==> src/rtl/ifq_pkg.sv <==
`timescale 1ns / 1ps

package ifq_pkg;

    localparam int DEPTH_DEF      = 16;
    localparam int DATA_WIDTH_DEF = 32;

    localparam int OP_W    = 3;
    localparam int VALUE_W = 32;
    localparam int POS_W   = 5;
    localparam int STAT_W  = 2;
    localparam int CNT_W   = 5;

    typedef enum logic [OP_W-1:0] {
        OP_APPEND  = 3'd0,
        OP_TAKE    = 3'd1,
        OP_READ    = 3'd2,
        OP_DELETE  = 3'd3,
        OP_REVERSE = 3'd4,
        OP_CLEAR   = 3'd5
    } t_op;

    typedef enum logic [STAT_W-1:0] {
        ST_OK    = 2'd0,
        ST_EMPTY = 2'd1,
        ST_RANGE = 2'd2,
        ST_FULL  = 2'd3
    } t_status;

    typedef enum logic [2:0] {
        S_IDLE,
        S_EXEC,
        S_DATA,
        S_SHIFT_RD,
        S_SHIFT_WR,
        S_FRONT_RD,
        S_BACK_RD,
        S_EMIT
    } t_state;

    typedef struct packed {
        logic [OP_W-1:0]    opcode;
        logic [VALUE_W-1:0] value;
        logic [POS_W-1:0]   position;
    } t_req;

    typedef struct packed {
        t_status            status;
        logic [VALUE_W-1:0] data;
        logic [CNT_W-1:0]   count;
        logic               is_empty;
        logic [VALUE_W-1:0] front_word;
        logic [VALUE_W-1:0] back_word;
    } t_res;

endpackage

==> src/rtl/indexed_fifo_queue.sv <==
`timescale 1ns / 1ps

// channel  | ports                 | handshake
// request  | i_req (t_req)         | start high while busy low
// result   | o_res (t_res)         | o_done high for one cycle, no back-pressure
//
// Entries sit in a circular buffer with a head index and a direction bit.
// Append, reverse, clear, unused opcodes and any error pass through S_EXEC, S_FRONT_RD,
// S_BACK_RD and S_EMIT; take and read add S_DATA after S_EXEC; delete at position p
// moves the count - p entries behind it, one RAM read and one RAM write per moved entry.
// Synchronous active-low reset empties the queue; RAM contents are not cleared.
// busy stays high from accept through the o_done cycle.

module indexed_fifo_queue
    import ifq_pkg::*;
#(
    parameter int DEPTH      = DEPTH_DEF,
    parameter int DATA_WIDTH = DATA_WIDTH_DEF
) (
    input  logic i_clk,
    input  logic i_rst_n,
    input  logic start,
    input  t_req i_req,
    output logic busy,
    output logic o_done,
    output t_res o_res
);

    localparam int AW = $clog2(DEPTH);
    localparam int CW = $clog2(DEPTH + 1);
    localparam int PW = (CW > POS_W) ? CW : POS_W;

    t_state                r_state;
    t_state                n_state;
    logic [AW-1:0]         r_head;
    logic                  r_dir;
    logic [CW-1:0]         r_count;
    logic [AW-1:0]         r_k;
    logic [OP_W-1:0]       r_op;
    logic [POS_W-1:0]      r_pos;
    logic [DATA_WIDTH-1:0] r_val;
    t_status               r_status;
    logic [DATA_WIDTH-1:0] r_data;
    logic [DATA_WIDTH-1:0] r_front;

    t_status               req_status;
    logic                  cnt_zero;
    logic                  pos_bad;
    logic [CW-1:0]         k_plus;
    logic                  k_last;
    logic [AW-1:0]         map_lidx;
    logic [AW-1:0]         map_phys;
    logic                  ram_we;
    logic [DATA_WIDTH-1:0] ram_wdata;
    logic [DATA_WIDTH-1:0] ram_rdata;

    ifq_map #(
        .DEPTH(DEPTH)
    ) u_map (
        .i_head(r_head),
        .i_dir (r_dir),
        .i_lidx(map_lidx),
        .o_phys(map_phys)
    );

    ifq_ram #(
        .WIDTH(DATA_WIDTH),
        .DEPTH(DEPTH)
    ) u_ram (
        .i_clk  (i_clk),
        .i_we   (ram_we),
        .i_waddr(map_phys),
        .i_wdata(ram_wdata),
        .i_raddr(map_phys),
        .o_rdata(ram_rdata)
    );

    assign cnt_zero = (r_count == '0);
    assign pos_bad  = (i_req.position == '0) || (PW'(i_req.position) > PW'(r_count));
    assign k_plus   = CW'(r_k) + CW'(1);
    assign k_last   = (k_plus >= r_count);

    always_comb begin
        unique case (i_req.opcode)
            OP_APPEND:  req_status = (r_count == CW'(DEPTH)) ? ST_FULL : ST_OK;
            OP_TAKE:    req_status = cnt_zero ? ST_EMPTY : ST_OK;
            OP_READ:    req_status = pos_bad ? ST_RANGE : ST_OK;
            OP_DELETE:  req_status = cnt_zero ? ST_EMPTY : (pos_bad ? ST_RANGE : ST_OK);
            OP_REVERSE: req_status = cnt_zero ? ST_EMPTY : ST_OK;
            default:    req_status = ST_OK;
        endcase
    end

    always_comb begin
        n_state = r_state;
        unique case (r_state)
            S_IDLE: begin
                if (start) begin
                    n_state = S_EXEC;
                end
            end
            S_EXEC: begin
                if (r_status != ST_OK) begin
                    n_state = S_FRONT_RD;
                end else if (r_op == OP_TAKE || r_op == OP_READ) begin
                    n_state = S_DATA;
                end else if (r_op == OP_DELETE) begin
                    n_state = S_SHIFT_RD;
                end else begin
                    n_state = S_FRONT_RD;
                end
            end
            S_DATA:     n_state = S_FRONT_RD;
            S_SHIFT_RD: n_state = k_last ? S_FRONT_RD : S_SHIFT_WR;
            S_SHIFT_WR: n_state = S_SHIFT_RD;
            S_FRONT_RD: n_state = S_BACK_RD;
            S_BACK_RD:  n_state = S_EMIT;
            S_EMIT:     n_state = S_IDLE;
            default:    n_state = S_IDLE;
        endcase
    end

    always_comb begin
        map_lidx  = '0;
        ram_we    = 1'b0;
        ram_wdata = r_val;
        unique case (r_state)
            S_EXEC: begin
                unique case (r_op)
                    OP_APPEND: begin
                        map_lidx = AW'(r_count);
                        ram_we   = (r_status == ST_OK);
                    end
                    OP_READ:    map_lidx = AW'(r_pos - POS_W'(1));
                    OP_REVERSE: map_lidx = AW'(r_count - CW'(1));
                    default:    map_lidx = '0;
                endcase
            end
            S_DATA:     map_lidx = AW'(1);
            S_SHIFT_RD: map_lidx = AW'(k_plus);
            S_SHIFT_WR: begin
                map_lidx  = r_k;
                ram_we    = 1'b1;
                ram_wdata = ram_rdata;
            end
            S_BACK_RD:  map_lidx = AW'(r_count - CW'(1));
            default:    map_lidx = '0;
        endcase
    end

    always_ff @(posedge i_clk) begin
        if (!i_rst_n) begin
            r_state <= S_IDLE;
            r_count <= '0;
            r_head  <= '0;
            r_dir   <= 1'b0;
        end else begin
            r_state <= n_state;
            unique case (r_state)
                S_IDLE: begin
                    if (start) begin
                        r_op     <= i_req.opcode;
                        r_pos    <= i_req.position;
                        r_val    <= DATA_WIDTH'(i_req.value);
                        r_status <= req_status;
                        r_data   <= '0;
                    end
                end
                S_EXEC: begin
                    if (r_status == ST_OK) begin
                        unique case (r_op)
                            OP_APPEND: r_count <= r_count + CW'(1);
                            OP_DELETE: r_k <= AW'(r_pos - POS_W'(1));
                            OP_REVERSE: begin
                                r_head <= map_phys;
                                r_dir  <= ~r_dir;
                            end
                            OP_CLEAR: r_count <= '0;
                            default: ;
                        endcase
                    end
                end
                S_DATA: begin
                    r_data <= ram_rdata;
                    if (r_op == OP_TAKE) begin
                        r_head  <= map_phys;
                        r_count <= r_count - CW'(1);
                    end
                end
                S_SHIFT_RD: begin
                    if (k_last) begin
                        r_count <= r_count - CW'(1);
                    end
                end
                S_SHIFT_WR: r_k <= r_k + AW'(1);
                S_BACK_RD:  r_front <= ram_rdata;
                default: ;
            endcase
        end
    end

    assign busy   = (r_state != S_IDLE);
    assign o_done = (r_state == S_EMIT);

    always_comb begin
        o_res.status     = r_status;
        o_res.data       = VALUE_W'(r_data);
        o_res.count      = CNT_W'(r_count);
        o_res.is_empty   = cnt_zero;
        o_res.front_word = cnt_zero ? '0 : VALUE_W'(r_front);
        o_res.back_word  = cnt_zero ? '0 : VALUE_W'(ram_rdata);
    end

    a_count_bound: assert property (@(posedge i_clk) disable iff (!i_rst_n)
        r_count <= CW'(DEPTH))
        else $error("entry count above depth");

    a_done_pulse: assert property (@(posedge i_clk) disable iff (!i_rst_n)
        o_done |=> !o_done && !busy)
        else $error("result strobe not a single pulse");

    a_accept_busy: assert property (@(posedge i_clk) disable iff (!i_rst_n)
        (start && !busy) |=> busy && !o_done)
        else $error("request accepted without going busy");

    a_error_keeps: assert property (@(posedge i_clk) disable iff (!i_rst_n)
        (r_state == S_EXEC && r_status != ST_OK) |=> $stable(r_count) && $stable(r_head))
        else $error("failed request changed queue state");

endmodule

==> src/rtl/ifq_ram.sv <==
`timescale 1ns / 1ps

module ifq_ram #(
    parameter int WIDTH = 32,
    parameter int DEPTH = 16
) (
    input  logic                     i_clk,
    input  logic                     i_we,
    input  logic [$clog2(DEPTH)-1:0] i_waddr,
    input  logic [WIDTH-1:0]         i_wdata,
    input  logic [$clog2(DEPTH)-1:0] i_raddr,
    output logic [WIDTH-1:0]         o_rdata
);

    logic [WIDTH-1:0] r_mem [DEPTH];
    logic [WIDTH-1:0] r_rdata;

    always_ff @(posedge i_clk) begin
        if (i_we) begin
            r_mem[i_waddr] <= i_wdata;
        end
        r_rdata <= r_mem[i_raddr];
    end

    assign o_rdata = r_rdata;

endmodule

==> src/rtl/ifq_map.sv <==
`timescale 1ns / 1ps

module ifq_map #(
    parameter int DEPTH = 16
) (
    input  logic [$clog2(DEPTH)-1:0] i_head,
    input  logic                     i_dir,
    input  logic [$clog2(DEPTH)-1:0] i_lidx,
    output logic [$clog2(DEPTH)-1:0] o_phys
);

    localparam int AW = $clog2(DEPTH);

    logic [AW:0] head_x;
    logic [AW:0] lidx_x;
    logic [AW:0] sum;
    logic [AW:0] fwd;
    logic [AW:0] bwd;

    assign head_x = {1'b0, i_head};
    assign lidx_x = {1'b0, i_lidx};
    assign sum    = head_x + lidx_x;
    assign fwd    = (sum >= (AW+1)'(DEPTH)) ? sum - (AW+1)'(DEPTH) : sum;
    assign bwd    = (head_x >= lidx_x) ? head_x - lidx_x
                                       : head_x + (AW+1)'(DEPTH) - lidx_x;
    assign o_phys = i_dir ? bwd[AW-1:0] : fwd[AW-1:0];

endmodule

==> config.mk <==
export PLATFORM = sky130hd
export DESIGN_NAME = indexed_fifo_queue
export DESIGN_NICKNAME = d
export VERILOG_FILES = /design/src/rtl/ifq_pkg.sv /design/src/rtl/indexed_fifo_queue.sv /design/src/rtl/ifq_ram.sv /design/src/rtl/ifq_map.sv
export SDC_FILE = /design/constraint.sdc
export NUM_CORES = 1
export LEC_CHECK = 0
export BUFFER_PORTS_ARGS = -buffer_cell sky130_fd_sc_hd__buf_4
export CORE_ASPECT_RATIO = 1.4
export CORE_MARGIN = 3
export CORE_UTILIZATION = 50
export DETAILED_ROUTE_END_ITERATION = 16
export GPL_ROUTABILITY_DRIVEN = 0
export GPL_TIMING_DRIVEN = 0
export PLACE_DENSITY = 0.79
export REMOVE_ABC_BUFFERS = 1
export SYNTH_ARGS = -nofsm -noshare
export SYNTH_HDL_FRONTEND = slang
export SYNTH_SLANG_ARGS = --single-unit
export TNS_END_PERCENT = 100
==> constraint.sdc <==
create_clock -name i_clk -period 9.3 [get_ports i_clk]
set_input_delay 0.93 -clock i_clk [delete_from_list [all_inputs] [get_ports i_clk]]
set_output_delay 0.93 -clock i_clk [all_outputs]
set_load 0.01 [all_outputs]
==> results of run 1 <==
flip-flops by register name, summed over array words and instances, names as in the netlist:
signal         flops
r_front           32
r_head             4
r_val             32
r_status           2
r_dir              1
r_pos              4
r_op               3
r_k                4
u_ram.o_rdata     32
r_count            5
r_data            32
r_state            3
u_ram.r_mem      512
logic make-up (layout without fill, tap and decap cells):
logic type	count (synthesis)	in the layout	share of synthesized area (%)
flops	666	666	75.1
simple gates	312	312	5.99
mux	165	165	14.0
buf+inv	89	363	1.49
compound gates	67	67	1.69
fa+ha+maj	23	23	1.16
xor+xnor	13	13	0.510
other cells	0	1	0
power by group through the flow:
stage	Clock, mW	Combinational (mW)	Sequential (mW)
floorplan	0	0.544	3.55
global placement	0	0.820	3.59
detailed placement	0	0.833	3.58
CTS	2.62	0.843	3.52
global route	2.72	0.894	3.53
finish	2.58	0.832	3.52
placed cells by master, fill, tap and decap left out, drive strengths merged, types with 3 or more instances in the layout:
master | netlist | layout
nor2 | 28 | 28
buf | 21 | 233
a311oi | 3 | 3
nand2 | 117 | 117
clkinv | 0 | 16
clkinvlp | 0 | 5
mux2i | 4 | 4
nand3 | 5 | 5
and3 | 35 | 35
ha | 21 | 21
o22ai | 3 | 3
clkbuf | 51 | 78
a211oi | 6 | 6
a21o | 3 | 3
dfxtp | 45 | 45
mux4 | 160 | 160
inv | 17 | 24
bufinv | 0 | 7
nand2b | 4 | 4
o21ai | 14 | 14
nor2b | 71 | 71
or3 | 5 | 5
xnor2 | 7 | 7
nor3 | 35 | 35
xor2 | 6 | 6
edfxtp | 621 | 621
a21oi | 24 | 24
layout make-up:
class	instances	area (µm²)	area share, %
well taps	650	813	2.62
repair buffers	233	2320	7.48
multi-input cells	580	6250	20.1
clock inverters	35	403	1.30
inverters	17	63.8	0.205
flip-flops and latches	666	19500	62.9
diodes	1	2.50	0.00805
clock buffers	78	1670	5.38
metrics by stage:
stage               hold slack (ps)  setup slack (ps)  std cells  area, µm²
finish                          475              3080       2260      31100
global route                    446              2750       2259      31100
CTS                             440              3030       2259      31100
detailed placement              470              3070       2146      29000
global placement                464            -10000       2061      27600
floorplan                       436               264       1263      25700
metal layers:
| metal | vias up | track usage [%] | part of all wire (%) |
|---|---|---|---|
| met5 | - | 0 | 0 |
| met4 | 0 | 8.49 | 3.4 |
| met3 | 140 | 4.26 | 8.1 |
| met2 | 744 | 37.5 | 51 |
| met1 | 7120 | 30.2 | 38 |
| li1 | 5785 | - | - |
path summary, 6_finish.rpt:
path / to / slack [ps] / cells past startpoint
max: u_ram.r_mem[11][23]$_DFFE_PP_ / 3080 / 18
min: r_val[8]$_DFFE_PP_ / 470 / 1
max reg2reg: u_ram.r_mem[11][23]$_DFFE_PP_ / 3080 / 18
min reg2reg: r_front[22]$_DFFE_PP_ / 500 / 0
critical path, stage by stage (launching register included):
cell and delay, ps:
dfxtp_1 640, inv_2 510, or4_4 660, or2_4 260
o22ai_1 150, a21oi_1 90, and4_1 270, ha_1 350
a21oi_1 80, mux2i_1 170, xor2_1 460, xor2_4 340
buf_16 260, buf_16 170, nor3_2 760, buf_8 240
buf_6 170, buf_6 150, buf_6 140
==> impl_metrics.tcl, run 1 <==
set metrics [dict create \
    status "finished, final reports clean" \
    vias 13800 \
    fp-row-count 98 \
    grt_pass1_vias 14300 \
    powerDensity_nw_per_um2 223 \
    wl_per_cell_um 27.0 \
    drc_errors 0 \
    numClockSinks 666 \
    worstPathArrival_ps 6550 \
    worstPathMaxFanout 39 \
    synth-edff-count 621 \
    synth_top_cell_area_share_pct 71.6 \
    synth_warnings 0 \
    power_frac_clock_pct 37.2 \
    critical_path_class "reg2reg" \
    ys_ff_latch 666 \
    cts_tree "built" \
    post-route-period-util_pct 66.9 \
    drt-initial-drc-count 1436 \
    nNetsFinal 1624 \
    grt_antenna_before_repair 1 \
    io_buffer_count 148 \
    detail-route-antenna-nets 0 \
    fmax_mhz 161 \
    yosys-top-cells-count "621 x edfxtp_1, 160 x mux4_2, 117 x nand2_1, 71 x nor2b_1, 51 x clkbuf_1" \
    clkLatencyLatePin_ps 630 \
    synth_cell_type_count 53 \
    p_seq_share_pct 50.8 \
    via_per_inst 6.10 \
    cts-root-buf "clkbuf_16" \
    fin_skew_ps 24.3 \
    fin_tns_setup_ps 0 \
    rsz0062_at_grt "false" \
    die_area_um2 54900 \
    netlist_instances 1335 \
    cts_setup_buffers 0 \
    p_int_mw 5.30 \
    drv_cap 0 \
    hold_violations 0 \
    ys.flop_type "edfxtp_1" \
    p_sw_share_pct 23.5 \
    synth_most_common_cell "edfxtp_1" \
    setup_viol 0 \
    synthesis.area_um2 26000 \
    syn_area_per_cell_um2 19.5 \
    grt_first_pass_wirelength_um 90900 \
    yosysSeqAreaShare_pct 75.1 \
    worstHoldStart "i_req[13]" \
    die_h_um 276 \
    synth_top_area_cell "edfxtp_1" \
    core_um2 51300 \
    grtUsageTotal_pct 22.6 \
    critPathLaunch "r_state[0]$_SDFFE_PN0P_" \
    power_leakage_nw 10.5 \
    wl_um 61100 \
    h-tree-depth 2 \
    cts_resized 0 \
    ys_async_sr_fraction_pct 0 \
    chipWidth_um 199 \
    slew_headroom_pct 21.9 \
    grt_max_degree 67 \
    cts_buffers 60 \
    combPwrFrac_pct 12.0 \
    drv_slew 0 \
    grt-ovfl-total 0 \
    crit_required_ps 9630 \
    p_total_mw 6.93 \
    cts_hold_buffers 0 \
    r2r-start "r_state[0]$_SDFFE_PN0P_" \
    p_switching_mw 1.63 \
    tightest_slew_ps 1170 \
    path_clk_slew_ps 70 \
    hold_class "in2reg" \
    dp_hpwl_um 39400 \
    synthTopCellsByArea "edfxtp_1 72%, mux4_2 14%, dfxtp_1 3.5%" \
    synthToLayoutAreaGrowth_pct 19.4 \
    endpoint_kind "register" \
    fillers 3421 \
    start_util_pct 50.8 \
    fin_util_pct 60.6 \
    cts.path.max_buffers 3 \
    cp-start-kind "register" \
    period_minus_slack_ps 6220 \
    peakVddDrop_v 0.000144 \
    drive_above_1_share_pct 32.5 \
    io_pins 149 \
    dr.pass1.iters 5 \
]
(Power assumes the default switching activity.)
==> inputs of run 2 (changes only) <==
PLACE_DENSITY = 0.82   (was 0.79)
clock period = 5.7 ns   (was 9.3 ns; I/O delays follow)
==> run 2 against run 1 <==
Compared with the run above: critical path depth fell by 6; critical endpoint is now u_ram.r_mem[9][21]$_DFFE_PP_; wire length increased by 4.1%; sequential share of layout area barely moved; flip-flop and latch count unchanged; count of clock-buffer cells in the layout rose by 1; non-clock buffer count up 8; maximum frequency up 14%; sequential power up 63%; combinational power up 66%; worst setup slack got worse by 2800 ps; largest power group unchanged; global-route usage rose by 0.45 points; final area about the same.
==> impl_metrics.tcl, run 2 (synthesis results as in run 1) <==
set metrics [dict create \
    hold_violations 0 \
    r2r_setup_slack_ps 250 \
    diodes 0 \
    period_minus_slack_ps 5450 \
    grt_pass1_vias 14300 \
    p_total_mw 11.3 \
    cts_buffers 59 \
    grt_first_pass_wirelength_um 92500 \
    die_h_um 276 \
    worstPathMaxFanout 21 \
    critPathMaxStageDelay_ps 720 \
    fmax_mhz 184 \
    top_register "u_ram.r_mem" \
    power_leakage_nw 10.5 \
    layout_common_cells "621 x edfxtp_1, 167 x buf_4, 160 x mux4_2" \
    finalWorstSetupSlack_ps 252 \
    tightest_slew_ps 1330 \
    drc_errors 0 \
    drv_slew 0 \
    timing.hold.ws_ps 122 \
    drv_cap 0 \
    start_util_pct 50.8 \
    cts_hold_buffers 0 \
    peakVddDrop_v 0.000218 \
    h-tree-depth 2 \
    clkLatencyLatePin_ps 620 \
    path_clk_slew_ps 60 \
    core_um2 51300 \
    fin_tns_setup_ps 0 \
    endpoint_kind "register" \
    largest_reg_flops 512 \
    status "finished, final reports clean" \
    setup_viol 0 \
    rsz0062_at_grt "false" \
    via_per_inst 6.19 \
    fin_skew_ps 25.9 \
    cts.path.max_buffers 3 \
    layout_commonest_cell "edfxtp_1" \
    crit_required_ps 6010 \
    grt-ovfl-total 0 \
    grt_antenna_before_repair 0 \
    cp-start-kind "register" \
    path_cells "nor2b_1, nor2b_4, a21oi_1, o221ai_1, ha_2, inv_1, fa_1, mux2_8, or3_1, nor3_2, buf_8, buf_6" \
    wl_per_cell_um 28.1 \
    slew_headroom_pct 10.4 \
    fillers 3374 \
    dr.pass1.iters 5 \
    io_buffer_count 148 \
    crit_path_top_delay_cell "nor2b_4" \
    post-route-period-util_pct 95.6 \
    cts_tree "built" \
    cts-root-buf "clkbuf_16" \
    drt-initial-drc-count 1539 \
    hold_class "in2reg" \
    synthToLayoutAreaGrowth_pct 19.3 \
    wl_um 63700 \
    detail-route-antenna-nets 0 \
    io_pins 149 \
    numClockSinks 666 \
    chipWidth_um 199 \
    nNetsFinal 1632 \
    worstPathArrival_ps 5760 \
    grtUsageTotal_pct 23.1 \
    vias 14000 \
    powerDensity_nw_per_um2 363 \
    drive_above_1_share_pct 32.7 \
    fp-row-count 98 \
    dp_hpwl_um 39100 \
    critical_path_class "reg2reg" \
    place_ws_ps -411 \
    grt_max_degree 53 \
    fin_util_pct 60.6 \
    die_area_um2 54900 \
]
-- run 2: changes by cell type in the layout (fill, tap and decap cells not counted), moves of 2 or more --
| cell | change |
|---|---|
| clkinv_2 | -2 |
| buf_4 | +18 |
| clkinv_4 | +2 |
| clkinv_1 | +2 |
| buf_12 | +2 |
| nor3_4 | +4 |
| nor3_2 | -4 |
| inv_6 | -2 |
| buf_8 | -10 |
-- run 2: timing repair --
action,4_1_cts,5_1_grt
pin swaps,5,1
setup endpoints to repair,279,85
gates cloned,0,1
gates resized for setup,4,2
buffers inserted,11,2
hold endpoints to repair,0,0
-- run 2: layout make-up --
class	count	area, µm²	share of cell area [%]
Sequential cell	666	19600	62.9
Multi-Input combinational cell	581	6290	20.2
Timing Repair Buffer	241	2310	7.44
Clock buffer	79	1660	5.36
Tap cell	650	813	2.62
Clock inverter	32	365	1.18
Inverter	17	66.3	0.214
-- run 2: worst max-delay path, delay by kind of cell (launching register included) --
family	cells	cell delay, ps
AND/OR/NAND/NOR	4	2280
adder cells (fa/ha/maj)	2	880
flip-flops	1	650
buffers and inverters	3	490
multiplexers	1	480
AO/OA/AOI/OAI	2	330
-- run 2: routing by layer --
layer | track usage, % | share of wire, % | vias to the layer above
met5 | 0 | 0 | -
met4 | 9.12 | 3.6 | 0
met3 | 4.69 | 8.8 | 162
met2 | 38.1 | 51 | 872
met1 | 30.5 | 37 | 7198
li1 | - | - | 5793
-- run 2: metrics by stage --
stage          cells  cell area (µm²)
5_1_grt         2266            31100
6_report        2266            31100
3_5_place_dp    2141            28900
4_1_cts         2263            31000
2_1_floorplan   1263            25700
3_3_place_gp    2061            27600
-- run 2: worst paths after layout --
| path | cells past startpoint | from | endpoint |
|---|---|---|---|
| min | 1 | i_req[29] | r_val[24]$_DFFE_PP_ |
| max | 12 | r_state[2]$_SDFFE_PN0P_ | u_ram.r_mem[9][21]$_DFFE_PP_ |
| max reg2reg | 12 | r_state[2]$_SDFFE_PN0P_ | u_ram.r_mem[9][21]$_DFFE_PP_ |
| min reg2reg | 0 | u_ram.o_rdata[10]$_DFF_P_ | r_front[10]$_DFFE_PP_ |
-- run 2: report_power, final --
part / switching, mW / internal, mW / leakage, nW
Combinational: 0.737 / 0.647 / 3.54
Sequential: 0.143 / 5.60 / 5.99
Clock: 1.78 / 2.38 / 0.985
